`src/sv/osh_pkg.sv`:
```
// Package for the occurrence sample histogram.
// Holds the payload and configuration structs, operation and register codes, and FSM states.
// No dependencies.
`default_nettype none

package osh_pkg;

  localparam int IDX_W    = 10;
  localparam int HITS_W   = 16;
  localparam int UNIQ_W   = 11;
  localparam int OFF_W    = 32;
  localparam int SCNT_W   = 11;
  localparam int CFG_W    = 32;
  localparam int CFG_IX_W = 2;

  localparam logic [HITS_W-1:0] HIT_MAX = '1;

  typedef enum logic [1:0] {
    OP_LOAD   = 2'd0,
    OP_CLEAR  = 2'd1,
    OP_OFFSET = 2'd2,
    OP_READ   = 2'd3
  } op_t;

  typedef enum logic [CFG_IX_W-1:0] {
    REG_SAMPLE_COUNT     = 2'd0,
    REG_STREAM_LENGTH    = 2'd1,
    REG_REPEAT_THRESHOLD = 2'd2
  } cfg_reg_t;

  typedef struct packed {
    op_t              operation;
    logic [IDX_W-1:0] table_index;
    logic [OFF_W-1:0] value;
  } in_t;

  typedef struct packed {
    logic [IDX_W-1:0]  sample_index;
    logic [HITS_W-1:0] sample_hits;
    logic              above_threshold;
    logic [UNIQ_W-1:0] unique_samples;
    logic              out_of_range;
  } out_t;

  typedef struct packed {
    logic [SCNT_W-1:0] sample_count;
    logic [OFF_W-1:0]  stream_length;
    logic [HITS_W-1:0] repeat_threshold;
  } cfg_t;

  typedef enum logic [3:0] {
    ST_CLEAR,
    ST_IDLE,
    ST_LAST,
    ST_CACHE_LO,
    ST_CACHE_HI,
    ST_SEARCH,
    ST_COUNT,
    ST_READ,
    ST_EMIT
  } state_t;

endpackage

`default_nettype wire

```
`src/sv/osh_ctrl.sv`:
```
// Sequencer for the occurrence sample histogram: sample lookup (last-sample test,
// cache check, binary search), saturating count update, read, clear sweep.
// Depends on osh_pkg; drives the two osh_ram instances in the top level.
`default_nettype none

module osh_ctrl
  import osh_pkg::*;
#(
  parameter int MAX_SAMPLES = 1024
) (
  input  wire logic                           clk,
  input  wire logic                           rst_n,
  input  wire cfg_t                           cfg,
  input  wire logic                           cfg_inval,
  input  wire logic                           in_valid,
  output logic                                in_ready,
  input  wire in_t                            in_data,
  output logic                                res_valid,
  input  wire logic                           res_ready,
  output out_t                                res_data,
  output logic                                bnd_re,
  output logic                                bnd_we,
  output logic [$clog2(MAX_SAMPLES)-1:0]      bnd_addr,
  output logic [OFF_W-1:0]                    bnd_wdata,
  input  wire logic [OFF_W-1:0]               bnd_rdata,
  output logic                                cnt_re,
  output logic                                cnt_we,
  output logic [$clog2(MAX_SAMPLES)-1:0]      cnt_addr,
  output logic [HITS_W-1:0]                   cnt_wdata,
  input  wire logic [HITS_W-1:0]              cnt_rdata
);

  localparam int AW = $clog2(MAX_SAMPLES);
  localparam int DW = $clog2(MAX_SAMPLES + 1);
  localparam logic [AW-1:0] LAST_ADDR = AW'(MAX_SAMPLES - 1);

  state_t          state_r, state_nxt;
  in_t             item_r, item_nxt;
  logic [AW-1:0]   lo_r, lo_nxt;
  logic [AW-1:0]   hi_r, hi_nxt;
  logic [AW-1:0]   mid_r, mid_nxt;
  logic [AW-1:0]   sidx_r, sidx_nxt;
  logic [AW-1:0]   clr_idx_r, clr_idx_nxt;
  logic            clr_op_r, clr_op_nxt;
  logic [AW-1:0]   cached_r, cached_nxt;
  logic            cache_v_r, cache_v_nxt;
  logic [DW-1:0]   distinct_r, distinct_nxt;
  out_t            res_r, res_nxt;

  logic [31:0]     sc32;
  logic [AW-1:0]   last_idx;

  // samples in use, clamped to 1..MAX_SAMPLES, minus one
  always_comb begin
    sc32 = 32'(cfg.sample_count);
    if (sc32 == 32'd0) begin
      last_idx = '0;
    end else if (sc32 > 32'(MAX_SAMPLES)) begin
      last_idx = LAST_ADDR;
    end else begin
      last_idx = AW'(sc32 - 32'd1);
    end
  end

  always_ff @(posedge clk) begin
    if (!rst_n) begin
      state_r    <= ST_CLEAR;
      clr_idx_r  <= '0;
      clr_op_r   <= 1'b0;
      cached_r   <= '0;
      cache_v_r  <= 1'b0;
      distinct_r <= '0;
    end else begin
      state_r    <= state_nxt;
      clr_idx_r  <= clr_idx_nxt;
      clr_op_r   <= clr_op_nxt;
      cached_r   <= cached_nxt;
      cache_v_r  <= cache_v_nxt;
      distinct_r <= distinct_nxt;
    end
  end

  always_ff @(posedge clk) begin
    item_r <= item_nxt;
    lo_r   <= lo_nxt;
    hi_r   <= hi_nxt;
    mid_r  <= mid_nxt;
    sidx_r <= sidx_nxt;
    res_r  <= res_nxt;
  end

  always_comb begin
    logic              found;
    logic [AW-1:0]     found_idx;
    logic              start_srch;
    logic [AW-1:0]     lo_n;
    logic [AW-1:0]     hi_n;
    logic [AW:0]       sum;
    logic              idx_ok;
    logic [HITS_W-1:0] hits;

    state_nxt    = state_r;
    item_nxt     = item_r;
    lo_nxt       = lo_r;
    hi_nxt       = hi_r;
    mid_nxt      = mid_r;
    sidx_nxt     = sidx_r;
    clr_idx_nxt  = clr_idx_r;
    clr_op_nxt   = clr_op_r;
    cached_nxt   = cached_r;
    cache_v_nxt  = cache_v_r;
    distinct_nxt = distinct_r;
    res_nxt      = res_r;

    in_ready  = 1'b0;
    res_valid = 1'b0;
    bnd_re    = 1'b0;
    bnd_we    = 1'b0;
    bnd_addr  = '0;
    bnd_wdata = in_data.value;
    cnt_re    = 1'b0;
    cnt_we    = 1'b0;
    cnt_addr  = '0;
    cnt_wdata = '0;

    found      = 1'b0;
    found_idx  = '0;
    start_srch = 1'b0;
    lo_n       = lo_r;
    hi_n       = hi_r;
    sum        = '0;
    hits       = '0;
    idx_ok     = 1'b0;

    case (state_r)
      ST_CLEAR: begin
        cnt_we   = 1'b1;
        cnt_addr = clr_idx_r;
        if (clr_idx_r == LAST_ADDR) begin
          clr_idx_nxt = '0;
          state_nxt   = clr_op_r ? ST_EMIT : ST_IDLE;
        end else begin
          clr_idx_nxt = clr_idx_r + AW'(1);
        end
      end

      ST_IDLE: begin
        in_ready = 1'b1;
        if (in_valid) begin
          item_nxt = in_data;
          idx_ok   = 32'(in_data.table_index) < 32'(MAX_SAMPLES);
          res_nxt  = '0;
          case (in_data.operation)
            OP_LOAD: begin
              bnd_we               = idx_ok;
              bnd_addr             = AW'(in_data.table_index);
              cache_v_nxt          = 1'b0;
              res_nxt.sample_index = in_data.table_index;
              state_nxt            = ST_EMIT;
            end
            OP_CLEAR: begin
              clr_idx_nxt  = '0;
              clr_op_nxt   = 1'b1;
              cached_nxt   = '0;
              cache_v_nxt  = 1'b0;
              distinct_nxt = '0;
              state_nxt    = ST_CLEAR;
            end
            OP_OFFSET: begin
              if (in_data.value > cfg.stream_length) begin
                res_nxt.out_of_range = 1'b1;
                state_nxt            = ST_EMIT;
              end else begin
                bnd_re    = 1'b1;
                bnd_addr  = last_idx;
                state_nxt = ST_LAST;
              end
            end
            OP_READ: begin
              cnt_re    = idx_ok;
              cnt_addr  = AW'(in_data.table_index);
              state_nxt = ST_READ;
            end
            default: begin
              state_nxt = ST_EMIT;
            end
          endcase
        end
      end

      ST_LAST: begin
        if (item_r.value >= bnd_rdata) begin
          found     = 1'b1;
          found_idx = last_idx;
        end else if (cache_v_r && (cached_r < last_idx)) begin
          bnd_re    = 1'b1;
          bnd_addr  = cached_r;
          state_nxt = ST_CACHE_LO;
        end else begin
          start_srch = 1'b1;
        end
      end

      ST_CACHE_LO: begin
        if (item_r.value >= bnd_rdata) begin
          bnd_re    = 1'b1;
          bnd_addr  = cached_r + AW'(1);
          state_nxt = ST_CACHE_HI;
        end else begin
          start_srch = 1'b1;
        end
      end

      ST_CACHE_HI: begin
        if (item_r.value < bnd_rdata) begin
          found     = 1'b1;
          found_idx = cached_r;
        end else begin
          start_srch = 1'b1;
        end
      end

      // one halving step per cycle; next probe issued in the same cycle
      ST_SEARCH: begin
        if (item_r.value < bnd_rdata) begin
          hi_n = mid_r;
        end else begin
          lo_n = mid_r;
        end
        lo_nxt = lo_n;
        hi_nxt = hi_n;
        if (AW'(hi_n - lo_n) > AW'(1)) begin
          sum      = {1'b0, lo_n} + {1'b0, hi_n};
          mid_nxt  = sum[AW:1];
          bnd_re   = 1'b1;
          bnd_addr = sum[AW:1];
        end else begin
          found     = 1'b1;
          found_idx = lo_n;
        end
      end

      ST_COUNT: begin
        hits         = (cnt_rdata == HIT_MAX) ? cnt_rdata : cnt_rdata + HITS_W'(1);
        cnt_we       = 1'b1;
        cnt_addr     = sidx_r;
        cnt_wdata    = hits;
        distinct_nxt = (cnt_rdata == '0) ? distinct_r + DW'(1) : distinct_r;
        cached_nxt   = sidx_r;
        cache_v_nxt  = 1'b1;
        res_nxt                 = '0;
        res_nxt.sample_index    = IDX_W'(sidx_r);
        res_nxt.sample_hits     = hits;
        res_nxt.above_threshold = hits >= cfg.repeat_threshold;
        state_nxt               = ST_EMIT;
      end

      ST_READ: begin
        idx_ok = 32'(item_r.table_index) < 32'(MAX_SAMPLES);
        hits   = idx_ok ? cnt_rdata : '0;
        res_nxt                 = '0;
        res_nxt.sample_index    = item_r.table_index;
        res_nxt.sample_hits     = hits;
        res_nxt.above_threshold = hits >= cfg.repeat_threshold;
        state_nxt               = ST_EMIT;
      end

      ST_EMIT: begin
        res_valid = 1'b1;
        if (res_ready) begin
          clr_op_nxt = 1'b0;
          state_nxt  = ST_IDLE;
        end
      end

      default: begin
        state_nxt = ST_IDLE;
      end
    endcase

    if (start_srch) begin
      lo_nxt = '0;
      hi_nxt = last_idx;
      if (last_idx > AW'(1)) begin
        mid_nxt   = last_idx >> 1;
        bnd_re    = 1'b1;
        bnd_addr  = last_idx >> 1;
        state_nxt = ST_SEARCH;
      end else begin
        found     = 1'b1;
        found_idx = '0;
      end
    end

    if (found) begin
      sidx_nxt  = found_idx;
      cnt_re    = 1'b1;
      cnt_addr  = found_idx;
      state_nxt = ST_COUNT;
    end

    if (cfg_inval) begin
      cache_v_nxt = 1'b0;
    end
  end

  always_comb begin
    res_data                = res_r;
    res_data.unique_samples = UNIQ_W'(distinct_r);
  end

endmodule

`default_nettype wire

```
`config.mk`:
```
export PLATFORM = sky130hd
export DESIGN_NAME = osh_ctrl
export DESIGN_NICKNAME = d
export VERILOG_FILES = /design/src/sv/osh_pkg.sv /design/src/sv/osh_ctrl.sv
export SDC_FILE = /design/constraint.sdc
export NUM_CORES = 1
export LEC_CHECK = 0
export BUFFER_PORTS_ARGS = -buffer_cell sky130_fd_sc_hd__buf_2
export CORE_ASPECT_RATIO = 0.8
export CORE_MARGIN = 10
export CORE_UTILIZATION = 60
export DETAILED_ROUTE_END_ITERATION = 6
export PLACE_DENSITY = 0.86
export SKIP_CTS_REPAIR_TIMING = 1
export SLEW_MARGIN = 10
export SYNTH_ARGS = -nofsm -noshare
export SYNTH_HDL_FRONTEND = slang
export SYNTH_SLANG_ARGS = --single-unit
```
`constraint.sdc`:
```
create_clock -name clk -period 22.8 [get_ports clk]
set_input_delay 6.84 -clock clk [delete_from_list [all_inputs] [get_ports clk]]
set_output_delay 6.84 -clock clk [all_outputs]
set_load 0.005 [all_outputs]
```
* After elaboration in Yosys (flattened, before gate mapping)
Index checks and enable logic that the tools add are counted.
** Word-level totals
- Bits of input ports :: 156
- Output and inout port bits :: 113
- Register bits :: 147
- Word-level logic and storage cells :: 173
** Operators by class
- Multiplexer cells :: 98
- Equal/unequal tests :: 18
- Add/subtract/negate cells :: 7
- Bitwise logic cells :: 1
- Magnitude comparators :: 9
- Reduce and logical (&&, ||, !) cells :: 23
** Operators with widths (number)
- $mux 10 :: 32
- $pmux 39 s3 :: 1
- $pmux 10 s2 :: 3
- $pmux 10 s3 :: 2
- $mux 4 :: 10
- $pmux 10 s4 :: 1
- $mux 39 :: 1
- $mux 1 :: 34
- $mux 11 :: 3
- $ge 16x16->1 :: 2
- $ge 32x32->1 :: 1
- $gt 32x32->1 :: 1
- $lt 32x32->1 :: 1
- $mux 16 :: 2
- $pmux 4 s7 :: 1
- $pmux 11 s2 :: 1
- $add 10x1->10 const B :: 2
- $gt 10x1->1 const B :: 2
- $add 16x1->16 const B :: 1
- $eq 16x16->1 const B :: 1
- $eq 4x3->1 const B :: 4
- $logic_not 16->1 :: 1
- $pmux 4 s4 :: 1
- $reduce_or 2->1 :: 6
- 28 further kinds :: 42

* Longest topological paths before layout
- Depth after elaboration :: 11
- Mapped depth :: 22
- Mapped depth without buffers :: 20

* Worst setup path before layout
No wires, ideal clock.
- Path type :: input to output
- From :: input bnd_rdata[27]
- To :: output cnt_addr[0]
- Buffers on the path :: 3
- Path slack :: 4.625 ns
- Required time :: 15.960 ns
- Data arrival time :: 11.335 ns
- Cell stages on the path :: 19
- Cell sequence :: inv_1 > ha_1 > nand4_1 > nor4_1 > nand3_1 > o211ai_1 > buf_2 > mux2i_1 > inv_1 > ha_1 > or2_1 > a221oi_1 > mux2i_1 > o2111ai_1 > a311oi_1 > nand4_1 > clkbuf_1 > buf_2 > o211ai_1
** On the way
- Cells in the longest elaborated chain, start to end :: 10
- Elaborated cells on any way between the ends :: 25
- Classes of those cells :: add/sub (1); order compare (3); mux (21)
** Ends and longest elaborated chain
- start, declared :: RTL line osh_ctrl.sv:25 : input wire logic [OFF_W-1:0] bnd_rdata,
- $lt 32x32->1 :: RTL line osh_ctrl.sv:215, osh_ctrl.sv:225
- $mux 10 :: RTL line osh_ctrl.sv:225 : if (item_r.value < bnd_rdata) begin
- $mux 10 :: RTL line osh_ctrl.sv:135 : case (state_r)
- $sub 10x10->10 :: RTL line osh_ctrl.sv:232 : if (AW'(hi_n - lo_n) > AW'(1)) begin
- $gt 10x1->1 :: RTL line osh_ctrl.sv:232
- $mux 10 or $mux 1 (tied branches) :: RTL line osh_ctrl.sv:232
- $pmux 10 s3 or $pmux 1 s3 (tied branches) :: RTL line osh_ctrl.sv:135
- $mux 10 or $mux 1 (tied branches) :: RTL line osh_ctrl.sv:284 : if (last_idx > AW'(1)) begin
- $mux 10 or $mux 1 (tied branches) :: RTL line osh_ctrl.sv:281 : if (start_srch) begin
- $mux 10 (*) :: RTL line osh_ctrl.sv:295 : if (found) begin
- end, declared :: RTL line osh_ctrl.sv:28 : output logic [$clog2(MAX_SAMPLES)-1:0] cnt_addr,
Mark *: on every way between the ends. The rest lies on a longest branch, timed or not. The select of a mux whose other input is x is not followed.

* Worst setup path in the final report
- From :: input bnd_rdata[19]
- To :: output cnt_re
** On the way
- Cells in the longest elaborated chain, start to end :: 10
- Elaborated cells on any way between the ends :: 19
- Classes of those cells :: add/sub (1); order compare (3); mux (15)
** Ends and longest elaborated chain
- $lt 32x32->1 :: RTL line osh_ctrl.sv:215, osh_ctrl.sv:225
- $mux 10 :: RTL line osh_ctrl.sv:225
- $mux 10 :: RTL line osh_ctrl.sv:135
- $sub 10x10->10 :: RTL line osh_ctrl.sv:232
- $gt 10x1->1 :: RTL line osh_ctrl.sv:232
- $mux 1 :: RTL line osh_ctrl.sv:232
- $pmux 1 s3 :: RTL line osh_ctrl.sv:135
- $mux 1 :: RTL line osh_ctrl.sv:284
- $mux 1 (*) :: RTL line osh_ctrl.sv:281
- $mux 1 (*) :: RTL line osh_ctrl.sv:295
- end, declared :: RTL line osh_ctrl.sv:26 : output logic cnt_re,
Marked as above.

==> summary.json <==
{
  "result_of_the_run": "completed",
  "power.ir.vdd_worst_uv": 65.3,
  "maximum_number_of_pins_on_one_net_before_global_route_repair": 45,
  "globalRouteMet2Util_pct": 46.1,
  "total_leakage_power_nw": 6.18,
  "insertedDiodeCount": 0,
  "timing.critical_path.max_delay_family": "compound AO/OA/AOI/OAI gates",
  "final_setup_violations": 0,
  "tritoncts.num_buffers": 17,
  "floorplan.rows": 45,
  "required_ps": 15960,
  "dr.pass1.iters": 6,
  "crit_path_cell_trace": "buf_2 > inv_1 > ha_1 > nand4_1 > nor4_1 > a221o_1 > a31oi_1 > o211ai_1 > buf_4 > mux2i_1 > inv_1 > ha_1 > or2_1 > a221oi_1 > mux2i_1 > o2111ai_1 > a311oi_1 > nand4_1 > o2111ai_4 > nand2b_1 > buf_2",
  "boundaryPins": 269,
  "post_synth_top_flop": "edfxtp_1",
  "critical_path.startpoint_type": "primary input",
  "end_kind": "output port",
  "drive_above_1_share_pct": 22.7,
  "grt_overflow": 0,
  "core-area_sq_mm": 0.0189,
  "wire_per_inst_um": 20.3,
  "worst_slew_margin_rel_pct": 19.9,
  "busiest_layer": "met2",
  "yosysSeqAreaShare_pct": 33.3,
  "antenna_found_initial": 1,
  "commonest_non_fill_non_tap_cell_in_the_layout": "buf_2",
  "holdCritPathClass": "reg2reg",
  "drt-initial-drc-count": 1164,
  "worstMarginPinSlew_ps": 1190,
  "clkSlewWorstSetupHoldPaths_ps": 60,
  "async_flop_share_pct": 0,
  "first_pass_grt_wire_length_mm": 57.4,
  "fin_setup_tns_ps": 0,
  "drtAntennaViolNets": 0,
  "pwr_density_cell_mw_per_mm2": 87.4,
  "syn-num-nets": 1596,
  "rsz0062_at_grt": "no",
  "yosys_warnings": 0,
  "initial_core_util_pct": 61.1,
  "tritoncts": "done",
  "worstPathBufferInverterCount": 5,
  "timing.critical_path.fanout_max": 23,
  "h-tree-depth": 4,
  "vias": 11000,
  "area_growth_syn_to_layout_pct": 16.6,
  "finalHoldViolCount": 0,
  "final_cell_area_sq_mm": 0.0135,
  "worst-endpoint-arrival_ps": 13060,
  "final_critical_path_setup_slack_ps": 2900,
  "route.detailed.vias_per_inst": 6.15,
  "layout_worst_path_cycle_share_pct": 87.3,
  "postSynthCellCount": 1308,
  "syn-mean-instance-area_sq_um": 8.83,
  "skew_ps": 18.6,
  "place_hpwl_mm": 29.0,
  "vias_in_the_first_global_route": 10900,
  "worst_setup_slack_post_dpl_ps": 3050,
  "global_route.usage.met1_pct": 35.6,
  "maxClockFrequency_ghz": 0.0503,
  "gr-usage-all-layers_pct": 28.1,
  "timing.max_cap.violations": 0,
  "drv_slew": 0,
  "numClockSinks": 147,
  "count_of_state_elements_after_synthesis": 147,
  "reg2reg_setup_slack_ps": 16190,
  "die_height_um": 144,
  "dpl_cell_area_sq_mm": 0.0129,
  "die-area_sq_mm": 0.0252,
  "place_congestion": 0.962,
  "edff_count_synth": 90,
  "cp_slowest_stage_delay_ps": 740,
  "maximum_clock_path_buffer_count": 2,
  "mostFrequentLayoutCells": "buf_2 (268), ha_1 (130), inv_1 (122), nor2_1 (115), nand2_1 (106)",
  "port_buffers": 268,
  "cts.root.buffer_cell": "clkbuf_16",
  "global_route.usage.met3_pct": 5.97,
  "die_w_um": 175,
  "min_period_ps": 19900,
  "fin_nets": 1811,
  "clk-insertion-delay-late_ps": 440,
  "count_of_unique_library_cells_instantiated_by_yosys": 77,
  "totalWireLength_mm": 36.5,
  "criticalPathCategory": "in2out",
  "cpMaxStageDelayCell": "nand4_1",
  "drt_drc": 0,
  "summed_instance_area_of_the_synthesized_netlist_sq_mm": 0.0116
}
## through the flow
step                      util [%]  std cells  hold slack (ps)  power [mW]
after floorplan                  -       1308              449       0.721
after global placement        67.9       1762              458       0.871
after detailed placement      67.9       1762              464       0.883
after global routing          71.2       1794              498        1.24
after CTS                     71.2       1794              477        1.16
final                         71.2       1794              476        1.18
## path summary, 6_finish.rpt
check,startpoint,endpoint,depth (start not counted)
max,bnd_rdata[19],cnt_re,21
min,lo_r[7]$_SDFFE_PP0P_,lo_r[7]$_SDFFE_PP0P_,2
max reg2reg,item_r[19]$_DFFE_PP_,sidx_r[4]$_DFFE_PP_,17
min reg2reg,lo_r[7]$_SDFFE_PP0P_,lo_r[7]$_SDFFE_PP0P_,2
## logic make-up (layout without fill, tap and decap cells)
family | count (synthesis) | after routing | share of synthesized area [%]
AND/OR/NAND/NOR | 409 | 409 | 17.6
AO/OA/AOI/OAI | 311 | 311 | 18.3
buffers and inverters | 211 | 439 | 8.25
adder cells (fa/ha/maj) | 132 | 132 | 14.4
flip-flops | 147 | 147 | 33.3
multiplexers | 47 | 47 | 4.32
XOR/XNOR | 51 | 51 | 3.87
## worst min-delay path: cells and delay by family, from the launching register on
kind	cells	cell delay [ps]
flip-flops	1	310
AND/OR/NAND/NOR	1	50
AO/OA/AOI/OAI	1	60
## synthesized netlist by cell type (all sizes together), types with 6 or more instances
cell	n	area, sq um
o211ai	18	140
o21ai	68	344
nand2b	15	93.8
dfxtp	57	1140
nor4	13	96.3
inv	123	462
o2111ai	12	123
nand4	32	206
and2	20	125
edfxtp	90	2700
ha	130	1630
buf	53	360
nor2b	13	81.3
nor2	118	448
a31oi	6	37.5
clkbuf	35	131
and3	13	81.3
mux2	10	116
nand3	20	100
nand2	107	404
or2	8	50.1
or3	9	56.3
a21o	27	203
o22ai	13	81.3
a211oi	18	140
mux2i	37	383
a221oi	7	61.3
nor3b	9	67.6
a222oi	12	120
xor2	22	193
nor3	15	75.1
a21oi	64	324
xnor2	29	254
a22oi	27	203
## routing by layer
| metal | wire [um] | part of all wire [%] |
|---|---|---|
| met1 | 14800 | 41 |
| met4 | 1240 | 3.4 |
| met3 | 3640 | 10 |
| met5 | 13 | 0.036 |
| met2 | 16700 | 46 |
## cell type report
type	instances	area, sq um
Fill cell	1470	5450
Inverter	123	462
Clock inverter	15	183
Sequential cell	147	3840
Tap cell	258	323
Multi-Input combinational cell	950	6770
Timing Repair Buffer	284	1460
Clock buffer	17	425
## state kept, by name (all words and copies together) (netlist names)
signal / cells
item_r: 42
res_data: 28
distinct_r: 11
cached_r: 10
clr_idx_r: 10
hi_r: 10
lo_r: 10
mid_r: 10
sidx_r: 10
state_r: 4
cache_v_r: 1
clr_op_r: 1
## power by group
group	internal [mW]	switching, mW	leakage [nW]
Sequential	0.338	0.0343	1.29
Clock	0.148	0.136	0.291
Combinational	0.202	0.319	4.60
Total	0.688	0.489	6.18
(Power assumes the default switching activity.)
